[src/rtl/pbhu_pkg.sv]
// shared types, constants and the nibble decode function of the packed bcd/hex unpacker
// no dependencies
`timescale 1ns / 1ps

package pbhu_pkg;

  // decode_mode codes
  localparam logic [1:0] MODE_BCD_LEFT  = 2'd0;
  localparam logic [1:0] MODE_BCD_RIGHT = 2'd1;
  localparam logic [1:0] MODE_HEX       = 2'd2;

  // configuration register indexes
  localparam logic [1:0] REG_DECODE_MODE = 2'd0;
  localparam logic [1:0] REG_DIGIT_COUNT = 2'd1;
  localparam logic [1:0] REG_FILL_IS_F   = 2'd2;

  localparam logic [6:0] ASCII_ZERO  = 7'h30;
  localparam logic [6:0] ASCII_A     = 7'h41;
  localparam logic [6:0] ASCII_CARET = 7'h5E;
  localparam logic [3:0] NIB_SEP     = 4'hD;
  localparam logic [3:0] NIB_NINE    = 4'h9;
  localparam logic [3:0] NIB_F       = 4'hF;

  // digit counts for which the track 2 separator applies (exclusive bounds)
  localparam logic [9:0] TRACK2_LO = 10'd17;
  localparam logic [9:0] TRACK2_HI = 10'd38;

  localparam int unsigned CNT_W = 10;

  typedef struct packed {
    logic [6:0] ascii_char;
    logic       error;
    logic       last;
  } pbhu_res_t;

  typedef struct packed {
    logic [CNT_W-1:0] byte_position;
    logic             separator_seen;
    logic             field_failed;
  } pbhu_state_t;

  typedef struct packed {
    logic [6:0] ch;
    logic       ok;
    logic       sep_set;
  } pbhu_nib_t;

  function automatic pbhu_nib_t decode_nib(input logic [3:0] nib, input logic hex,
                                           input logic track2, input logic sep_seen);
    pbhu_nib_t r;
    r.sep_set = 1'b0;
    r.ok      = 1'b1;
    r.ch      = ASCII_ZERO + {3'b000, nib};
    if (hex) begin
      if (nib > NIB_NINE) begin
        r.ch = 7'(ASCII_A + {3'b000, nib} - 7'd10);
      end
    end else if (track2 && !sep_seen && nib == NIB_SEP) begin
      r.ch      = ASCII_CARET;
      r.sep_set = 1'b1;
    end else if (nib > NIB_NINE) begin
      r.ok = 1'b0;
      r.ch = 7'd0;
    end
    return r;
  endfunction

endpackage

[src/rtl/pbhu_decode.sv]
// combinational decode of one packed byte into up to two result characters
// depends on pbhu_pkg
`timescale 1ns / 1ps

module pbhu_decode #(
  parameter int unsigned MAX_DIGITS = 1023
) (
  input  logic [7:0]                 data_byte,
  input  logic [1:0]                 decode_mode,
  input  logic [pbhu_pkg::CNT_W-1:0] digit_count,
  input  logic                       fill_is_f,
  input  pbhu_pkg::pbhu_state_t      st,
  output pbhu_pkg::pbhu_state_t      st_nxt,
  output logic [1:0]                 n_res,
  output pbhu_pkg::pbhu_res_t        res0,
  output pbhu_pkg::pbhu_res_t        res1
);

  localparam logic [11:0] MaxDig = 12'(MAX_DIGITS);

  logic [pbhu_pkg::CNT_W-1:0] cnt_nz;
  logic [pbhu_pkg::CNT_W-1:0] cnt;
  logic [pbhu_pkg::CNT_W:0]   nbytes;
  logic                       odd, first, lastb, hex, track2;
  logic [3:0]                 fill, hi, lo;
  pbhu_pkg::pbhu_nib_t        d_hi, d_lo;
  pbhu_pkg::pbhu_res_t        err_res;
  logic                       sep_mid, fail_new;

  assign cnt_nz = (digit_count == '0) ? pbhu_pkg::CNT_W'(1) : digit_count;
  assign cnt    = ({2'b00, cnt_nz} > MaxDig) ? pbhu_pkg::CNT_W'(MaxDig) : cnt_nz;
  assign nbytes = ({1'b0, cnt} + 11'd1) >> 1;
  assign odd    = cnt[0];
  assign first  = (st.byte_position == '0);
  assign lastb  = ({1'b0, st.byte_position} + 11'd1) >= nbytes;
  assign hex    = decode_mode[1];
  assign track2 = !hex && cnt > pbhu_pkg::TRACK2_LO && cnt < pbhu_pkg::TRACK2_HI;
  assign fill   = fill_is_f ? pbhu_pkg::NIB_F : 4'h0;
  assign hi     = data_byte[7:4];
  assign lo     = data_byte[3:0];

  assign err_res = '{ascii_char: 7'd0, error: 1'b1, last: 1'b1};

  // high nibble is decoded first and may consume the separator
  assign d_hi    = pbhu_pkg::decode_nib(hi, hex, track2, st.separator_seen);
  assign sep_mid = st.separator_seen | d_hi.sep_set;

  always_comb begin
    n_res    = 2'd0;
    res0     = err_res;
    res1     = err_res;
    fail_new = 1'b0;
    d_lo     = pbhu_pkg::decode_nib(lo, hex, track2, sep_mid);
    st_nxt   = st;
    if (!st.field_failed) begin
      if (decode_mode == pbhu_pkg::MODE_BCD_LEFT) begin
        if (!d_hi.ok) begin
          n_res    = 2'd1;
          fail_new = 1'b1;
        end else if (odd && lastb) begin
          // low nibble of the last byte is fill
          if (lo != fill) begin
            n_res    = 2'd2;
            res0     = '{ascii_char: d_hi.ch, error: 1'b0, last: 1'b0};
            fail_new = 1'b1;
          end else begin
            n_res = 2'd1;
            res0  = '{ascii_char: d_hi.ch, error: 1'b0, last: 1'b1};
          end
          st_nxt.separator_seen = sep_mid;
        end else begin
          n_res = 2'd2;
          res0  = '{ascii_char: d_hi.ch, error: 1'b0, last: 1'b0};
          if (!d_lo.ok) begin
            fail_new = 1'b1;
          end else begin
            res1 = '{ascii_char: d_lo.ch, error: 1'b0, last: lastb};
          end
          st_nxt.separator_seen = sep_mid | d_lo.sep_set;
        end
      end else begin
        if (odd && first) begin
          // high nibble of the first byte is fill
          if (hi != fill) begin
            n_res    = 2'd1;
            fail_new = 1'b1;
          end else begin
            d_lo  = pbhu_pkg::decode_nib(lo, hex, track2, st.separator_seen);
            n_res = 2'd1;
            if (!d_lo.ok) begin
              fail_new = 1'b1;
            end else begin
              res0 = '{ascii_char: d_lo.ch, error: 1'b0, last: lastb};
            end
            st_nxt.separator_seen = st.separator_seen | d_lo.sep_set;
          end
        end else if (!d_hi.ok) begin
          n_res    = 2'd1;
          fail_new = 1'b1;
        end else begin
          n_res = 2'd2;
          res0  = '{ascii_char: d_hi.ch, error: 1'b0, last: 1'b0};
          if (!d_lo.ok) begin
            fail_new = 1'b1;
          end else begin
            res1 = '{ascii_char: d_lo.ch, error: 1'b0, last: lastb};
          end
          st_nxt.separator_seen = sep_mid | d_lo.sep_set;
        end
      end
    end
    st_nxt.field_failed = st.field_failed | fail_new;
    st_nxt.byte_position = st.byte_position + pbhu_pkg::CNT_W'(1);
    if (lastb) begin
      st_nxt = '0;
    end
  end

endmodule

[src/rtl/pbhu_outq.sv]
// four-entry result queue: up to two pushes and one pop per cycle
// depends on pbhu_pkg
`timescale 1ns / 1ps

module pbhu_outq (
  input  logic                clk,
  input  logic                rst_n,
  input  logic [1:0]          push_n,
  input  pbhu_pkg::pbhu_res_t push0,
  input  pbhu_pkg::pbhu_res_t push1,
  output logic                room2,
  output logic                q_valid,
  input  logic                q_pop,
  output pbhu_pkg::pbhu_res_t q_head
);

  pbhu_pkg::pbhu_res_t mem_r [4];
  logic [1:0] wr_ptr_r, wr_ptr_nxt;
  logic [1:0] rd_ptr_r, rd_ptr_nxt;
  logic [2:0] cnt_r, cnt_nxt;
  logic       pop;

  assign q_valid = (cnt_r != 3'd0);
  assign room2   = (cnt_r <= 3'd2);
  assign q_head  = mem_r[rd_ptr_r];
  assign pop     = q_valid && q_pop;

  assign wr_ptr_nxt = wr_ptr_r + push_n;
  assign rd_ptr_nxt = rd_ptr_r + {1'b0, pop};
  assign cnt_nxt    = cnt_r + {1'b0, push_n} - {2'b00, pop};

  always_ff @(posedge clk) begin
    if (!rst_n) begin
      wr_ptr_r <= '0;
      rd_ptr_r <= '0;
      cnt_r    <= '0;
    end else begin
      wr_ptr_r <= wr_ptr_nxt;
      rd_ptr_r <= rd_ptr_nxt;
      cnt_r    <= cnt_nxt;
    end
  end

  always_ff @(posedge clk) begin
    if (push_n != 2'd0) begin
      mem_r[wr_ptr_r] <= push0;
    end
    if (push_n == 2'd2) begin
      mem_r[wr_ptr_r + 2'd1] <= push1;
    end
  end

endmodule

[src/rtl/packed_bcd_hex_unpacker.sv]
// top level of the packed bcd/hex unpacker: input register, decode, result queue, config
// depends on pbhu_pkg, pbhu_decode, pbhu_outq
`timescale 1ns / 1ps

// Packed BCD / hex unpacker. Each input request carries one byte of a packed
// field; the block gives one ASCII character per data nibble, so a byte yields
// zero, one or two result requests. The field is digit_count nibbles long in
// (digit_count+1)/2 bytes; decode_mode picks BCD left-justified, BCD
// right-justified or hex, and fill_is_f the expected pad nibble for odd counts.
// An invalid nibble or a wrong pad gives a single error result (ascii_char 0,
// error 1, last 1) and the rest of the field is swallowed while still counted.
// Timing: a byte is held in the input register, then decoded and pushed into a
// four-entry result queue whose head drives the output. While out_stall is low,
// the output side drains one character per cycle, and bytes that yield one
// character or none can be taken every cycle. The queue admits a byte only
// with room for two results, which sets the sustained rate. Configuration
// writes are taken at any time (cfg_ready is always high) and must only
// happen while idle.
module packed_bcd_hex_unpacker #(
  parameter int unsigned MAX_DIGITS = 1023
) (
  input  logic       clk,
  input  logic       rst_n,
  // input bytes
  input  logic       in_valid,
  output logic       in_stall,
  input  logic [7:0] in_data_byte,
  // result characters
  output logic       out_valid,
  input  logic       out_stall,
  output logic [6:0] out_ascii_char,
  output logic       out_error,
  output logic       out_last,
  // configuration writes
  input  logic       cfg_valid,
  output logic       cfg_ready,
  input  logic [1:0] cfg_index,
  input  logic [9:0] cfg_data
);

  // configuration registers
  logic [1:0] decode_mode_r;
  logic [9:0] digit_count_r;
  logic       fill_is_f_r;

  // input register
  logic       in_vld_r, in_vld_nxt;
  logic [7:0] in_byte_r;
  logic       in_take, advance;

  // field state
  pbhu_pkg::pbhu_state_t st_r, st_nxt;

  logic [1:0]          n_res, push_n;
  pbhu_pkg::pbhu_res_t res0, res1, q_head;
  logic                room2;

  assign cfg_ready = 1'b1;

  always_ff @(posedge clk) begin
    if (!rst_n) begin
      decode_mode_r <= pbhu_pkg::MODE_BCD_LEFT;
      digit_count_r <= 10'd1;
      fill_is_f_r   <= 1'b0;
    end else if (cfg_valid) begin
      case (cfg_index)
        pbhu_pkg::REG_DECODE_MODE: decode_mode_r <= cfg_data[1:0];
        pbhu_pkg::REG_DIGIT_COUNT: digit_count_r <= cfg_data;
        pbhu_pkg::REG_FILL_IS_F:   fill_is_f_r   <= cfg_data[0];
        default: ;  // unused index, write dropped
      endcase
    end
  end

  // the held byte moves on once the queue can take two results
  assign advance    = in_vld_r && room2;
  assign in_stall   = in_vld_r && !room2;
  assign in_take    = in_valid && !in_stall;
  assign in_vld_nxt = in_take || (in_vld_r && !advance);

  always_ff @(posedge clk) begin
    if (!rst_n) begin
      in_vld_r <= 1'b0;
    end else begin
      in_vld_r <= in_vld_nxt;
    end
  end

  always_ff @(posedge clk) begin
    if (in_take) begin
      in_byte_r <= in_data_byte;
    end
  end

  pbhu_decode #(
    .MAX_DIGITS(MAX_DIGITS)
  ) u_decode (
    .data_byte  (in_byte_r),
    .decode_mode(decode_mode_r),
    .digit_count(digit_count_r),
    .fill_is_f  (fill_is_f_r),
    .st         (st_r),
    .st_nxt     (st_nxt),
    .n_res      (n_res),
    .res0       (res0),
    .res1       (res1)
  );

  // field state follows each decoded byte
  always_ff @(posedge clk) begin
    if (!rst_n) begin
      st_r <= '0;
    end else if (advance) begin
      st_r <= st_nxt;
    end
  end

  assign push_n = advance ? n_res : 2'd0;

  pbhu_outq u_outq (
    .clk    (clk),
    .rst_n  (rst_n),
    .push_n (push_n),
    .push0  (res0),
    .push1  (res1),
    .room2  (room2),
    .q_valid(out_valid),
    .q_pop  (!out_stall),
    .q_head (q_head)
  );

  assign out_ascii_char = q_head.ascii_char;
  assign out_error      = q_head.error;
  assign out_last       = q_head.last;

endmodule

[config.mk]
export PLATFORM = sky130hd
export DESIGN_NAME = packed_bcd_hex_unpacker
export DESIGN_NICKNAME = d
export VERILOG_FILES = /design/src/rtl/pbhu_pkg.sv /design/src/rtl/pbhu_decode.sv /design/src/rtl/pbhu_outq.sv /design/src/rtl/packed_bcd_hex_unpacker.sv
export SDC_FILE = /design/constraint.sdc
export NUM_CORES = 1
export LEC_CHECK = 0
export BUFFER_PORTS_ARGS = -buffer_cell sky130_fd_sc_hd__buf_4
export CORE_AREA = 4 4 97 99
export DETAILED_ROUTE_END_ITERATION = 8
export DIE_AREA = 0 0 101 103
export PLACE_DENSITY = 0.76
export SLEW_MARGIN = 40
export SYNTH_ARGS = -nofsm -noshare
export SYNTH_HDL_FRONTEND = slang
export SYNTH_SLANG_ARGS = --single-unit
export TNS_END_PERCENT = 100
[constraint.sdc]
create_clock -name clk -period 7.39 [get_ports clk]
set_input_delay 0.739 -clock clk [delete_from_list [all_inputs] [get_ports clk]]
set_output_delay 0.739 -clock clk [all_outputs]
set_load 0.05 [all_outputs]
==> metrics.md <==
| Metric | Value |
|---|---|
| Part of the Yosys area used for sequential elements | `roughly two fifths` |
| Worst-path clk slew | `0.10 ns` |
| Hold Fails Final Rpt | `0` |
| P_int | `0.000817 W` |
| First-pass GRT wire length | `18000 µm` |
| Starting Density | `57.3%` |
| Largest family of logic cells by synthesized area | `simple AND/OR/NAND/NOR gates` |
| CTS Sinks | `77` |
| Total track usage | `22.1%` |
| Grt total ovfl | `0` |
| TritonCTS Buffers | `9` |
| Post-synthesis register bit count | `77` |
| Async SR Flop Fraction | `0%` |
| Max Buffers Root-to-Sink | `2` |
| Slowest CP cell | `dfxtp_1` |
| Mapped Area | `0.00490 mm²` |
| DRC Markers | `0` |
| Resized cells post-CTS | `0` |
| Hold WC Path Type | `primary input to register` |
| Count of pins over their slew limit | `0` |
| Post-Syn Nets | `about 540` |
| F_max | `240 MHz` |
| Vias in the first global route | `3735` |
| Synth Area in Compound Gates | `15.2%` |
| H-tree levels | `3` |
| Synthesized instance count | `roughly 490` |
| YS warnings | `0` |
| TritonCTS clock tree | `built` |
| Max-Cap Viols | `0` |
| Die Area | `0.0104 mm²` |
| Post-CTS Setup Repair Bufs | `0` |
| Routed vias | `3761` |
| Post-synthesis adder-cell area fraction | `between 6 and 7%` |
| Endpoints failing setup | `0` |
| Relative slew slack | `45.1%` |
| Synth Area in XOR/XNOR | `5.19%` |
| CP cell instances | `and3_1, and3_1, nand3_1, nor2_1, nand2_1, xor2_1, ha_1, a21o_1, a21oi_1, nand2_1, o21a_1, nand3_1, nand3_1, ha_1, fa_1, xor2_1, xnor2_1, and2_1` |
| Required @ worst endpoint | `7.65 ns` |
| Crit-path most repeated cell | `nand3_1` |
| Clk pwr share | `23.0%` |
| CP arrival | `4.43 ns` |
| Die Width | `101 µm` |
| Tcrit/Tclk final | `56.4%` |
| Switching share of power | `38.3%` |
| IO Pins | `37` |
| Crit path max-delay family | `simple AND/OR/NAND/NOR gates` |
| Simple-gate share of the synthesized area | `17.2%` |
| DR WL/cell | `17.0 µm` |
| Core ar. | `0.00855 mm²` |
| Routability Congestion | `0.893` |
| Die height | `103 µm` |
| CP Launch Type | `register` |
| Cell Area, Placed | `just over 0.005 mm²` |
| Comb pwr share | `between 30 and 40%` |
| Worst Setup End Kind | `register` |
| Clk root buf | `clkbuf_8` |
| Buf/Inv on CP | `0` |
| Power per cell area | `246 mW/mm²` |
| Antenna viol nets, final | `0` |
| 1st-iter DRT viols | `268` |
| # fillers | `692` |
| DRT Pass-1 Iters | `5` |
| Synth-to-Final Area Change | `9.73%` |
| Final clock skew | `0.0183 ns` |
| Nets@finish | `564` |
| Pin count of the biggest net entering global routing | `23` |
| Tmin final | `4.17 ns` |
| Row cnt | `34` |
| Multiplexer share of the synthesized area | `10.8%` |
| Synth unique cells | `66` |
| IO buf count | `35` |
| Setup CP Type | `register to register` |
| Status | `finished, final reports clean` |
| Net Switching | `0.000507 W` |
| Antenna cells | `0` |
| Final wirelength | `10700 µm` |
| Flop pwr share | `41.6%` |
| CTS Hold Bufs | `0` |
| Top_reg_cell synth | `edfxtp_1` |
| Leakage | `2.16 nW` |
| RSZ-0062 raised after global routing | `false` |
| Worst-Margin Slew | `just over 0.8 ns` |
| Worst Path Max Fanout | `8` |
| Vias per cell | `about 6` |
| CP max stage delay | `around 0.45 ns` |
| Initial antenna violation count | `0` |
| Mapped Avg Cell Area | `10.1 µm²` |
| Clk Latency, worst-skew pair | `0.37 ns` |
| Fraction of layout cells with a size suffix above 1 | `between 10% and 20%` |
| Setup TNS | `0 ns` |
| Final Instance Area | `0.00538 mm²` |
| DP HPWL | `7970 µm` |
| Tot Pwr | `between 0.001 and 0.0015 W` |
| Max VDD drop | `0.118 mV` |
| Post-synth EDFFs | `44` |
layout by cell type, fill, tap and decap left out, types with 7 or more instances in the layout:
| cell | instances |
|---|---|
| and2_1 | 8 |
| a21oi_1 | 22 |
| nor2_1 | 36 |
| edfxtp_1 | 44 |
| xnor2_1 | 16 |
| nor3_1 | 7 |
| nand3_1 | 18 |
| nor2b_1 | 18 |
| buf_4 | 37 |
| o21ai_1 | 12 |
| dfxtp_1 | 33 |
| nand2_1 | 33 |
| mux4_2 | 9 |
| inv_1 | 21 |
| clkbuf_8 | 9 |
| xor2_1 | 13 |
| o21ai_0 | 18 |
| mux2i_1 | 28 |
| ha_1 | 25 |
worst reg2reg max path, delay by kind of cell (launching register included):
kind | cells | cell delay [ns]
AOI/OAI and AO/OA | 3 | 0.62
xor gates and xnor gates | 3 | 0.43
adders and majority gates | 3 | 1.08
DFF | 1 | 0.45
and+or+nand+nor | 9 | 1.47
synth_stat cells (3+ instances only):
| master | count | area (µm²) |
|---|---|---|
| edfxtp_1 | 44 | 1320 |
| xor2_1 | 13 | 114 |
| nand2_1 | 33 | 124 |
| a21oi_1 | 23 | 115 |
| mux2i_1 | 28 | 280 |
| o211ai_2 | 4 | 50.1 |
| mux2_2 | 4 | 45.0 |
| dfxtp_1 | 33 | 661 |
| inv_1 | 21 | 78.8 |
| nor3_1 | 7 | 35.0 |
| o211ai_1 | 4 | 30.0 |
| a21boi_0 | 3 | 22.5 |
| and3_1 | 6 | 37.5 |
| ha_1 | 25 | 313 |
| clkbuf_1 | 13 | 48.8 |
| buf_4 | 3 | 22.5 |
| o21ai_0 | 18 | 90.1 |
| nor2_1 | 39 | 146 |
| xnor2_1 | 16 | 140 |
| buf_6 | 4 | 45.0 |
| mux4_2 | 9 | 203 |
| nand3_1 | 18 | 90.1 |
| and2_1 | 8 | 50.1 |
| nand4_1 | 6 | 37.5 |
| a21o_1 | 5 | 37.5 |
| nor2b_1 | 18 | 113 |
| o21ai_1 | 12 | 60.1 |
| o31ai_1 | 6 | 45.0 |
| o21a_1 | 4 | 30.0 |
| a31oi_1 | 5 | 31.3 |
| a211oi_1 | 4 | 30.0 |
| nand2b_1 | 4 | 25.0 |
registers in the layout, summed over array words and instances (netlist names):
| signal | flops |
|---|---|
| in_vld_r | 1 |
| st_r | 12 |
| u_outq.wr_ptr_r | 2 |
| fill_is_f_r | 1 |
| u_outq.cnt_r | 3 |
| u_outq.rd_ptr_r | 2 |
| u_outq.mem_r | 36 |
| decode_mode_r | 2 |
| in_byte_r | 8 |
| digit_count_r | 10 |
through the flow:
stage | setup slack, ns | util (%) | instances | hold WS, ns
after floorplan | 3.46 | - | 487 | 0.482
after CTS | 3.22 | 62.8 | 626 | 0.534
after global placement | 3.40 | 60.6 | 610 | 0.518
after global routing | 2.85 | 62.9 | 626 | 0.522
after detailed placement | 3.27 | 60.7 | 610 | 0.526
final | 3.22 | 62.9 | 626 | 0.538
metal layers:
layer	track usage (%)	share of wire (%)	wire length [µm]
met5	0	0	0
met4	7.67	1.9	205
met3	3.79	5.0	528
met2	38.2	49	5270
met1	28.0	44	4650
final timing paths:
check | from | endpoint | slack, ns | cells after the start
min reg2reg | digit_count_r[0]$_SDFFE_PN1P_ | digit_count_r[0]$_SDFFE_PN1P_ | 0.54 | 2
max | digit_count_r[2]$_SDFFE_PN0P_ | u_outq.cnt_r[2]$_SDFF_PN0_ | 3.22 | 18
min | in_data_byte[2] | in_byte_r[2]$_DFFE_PP_ | 0.54 | 1
max reg2reg | digit_count_r[2]$_SDFFE_PN0P_ | u_outq.cnt_r[2]$_SDFF_PN0_ | 3.22 | 18
final cells by class:
type	count	area, µm²	share of cell area [%]
multi-input cells	366	2720	50.6
flip-flops and latches	77	1980	36.9
repair buffers	37	278	5.17
well taps	108	135	2.51
clock buffers	9	124	2.30
inverters	22	82.6	1.54
clock inverters	7	55.1	1.02
logic make-up after synthesis:
kind of cell,count (synthesis)
xor+xnor,29
fa+ha+maj,26
other cells,1
buf+inv,44
flops,77
simple gates,161
mux,41
compound gates,108
power by group through the flow:
stage               Sequential [W]  Combinational (W)  Clock [W]
floorplan                 0.000533           0.000375          0
global placement          0.000559           0.000457          0
detailed placement        0.000563           0.000466          0
CTS                       0.000553           0.000469   0.000307
global route              0.000560           0.000514   0.000330
finish                    0.000552           0.000469   0.000304
No activity file was read; power rests on OpenSTA's default activity.
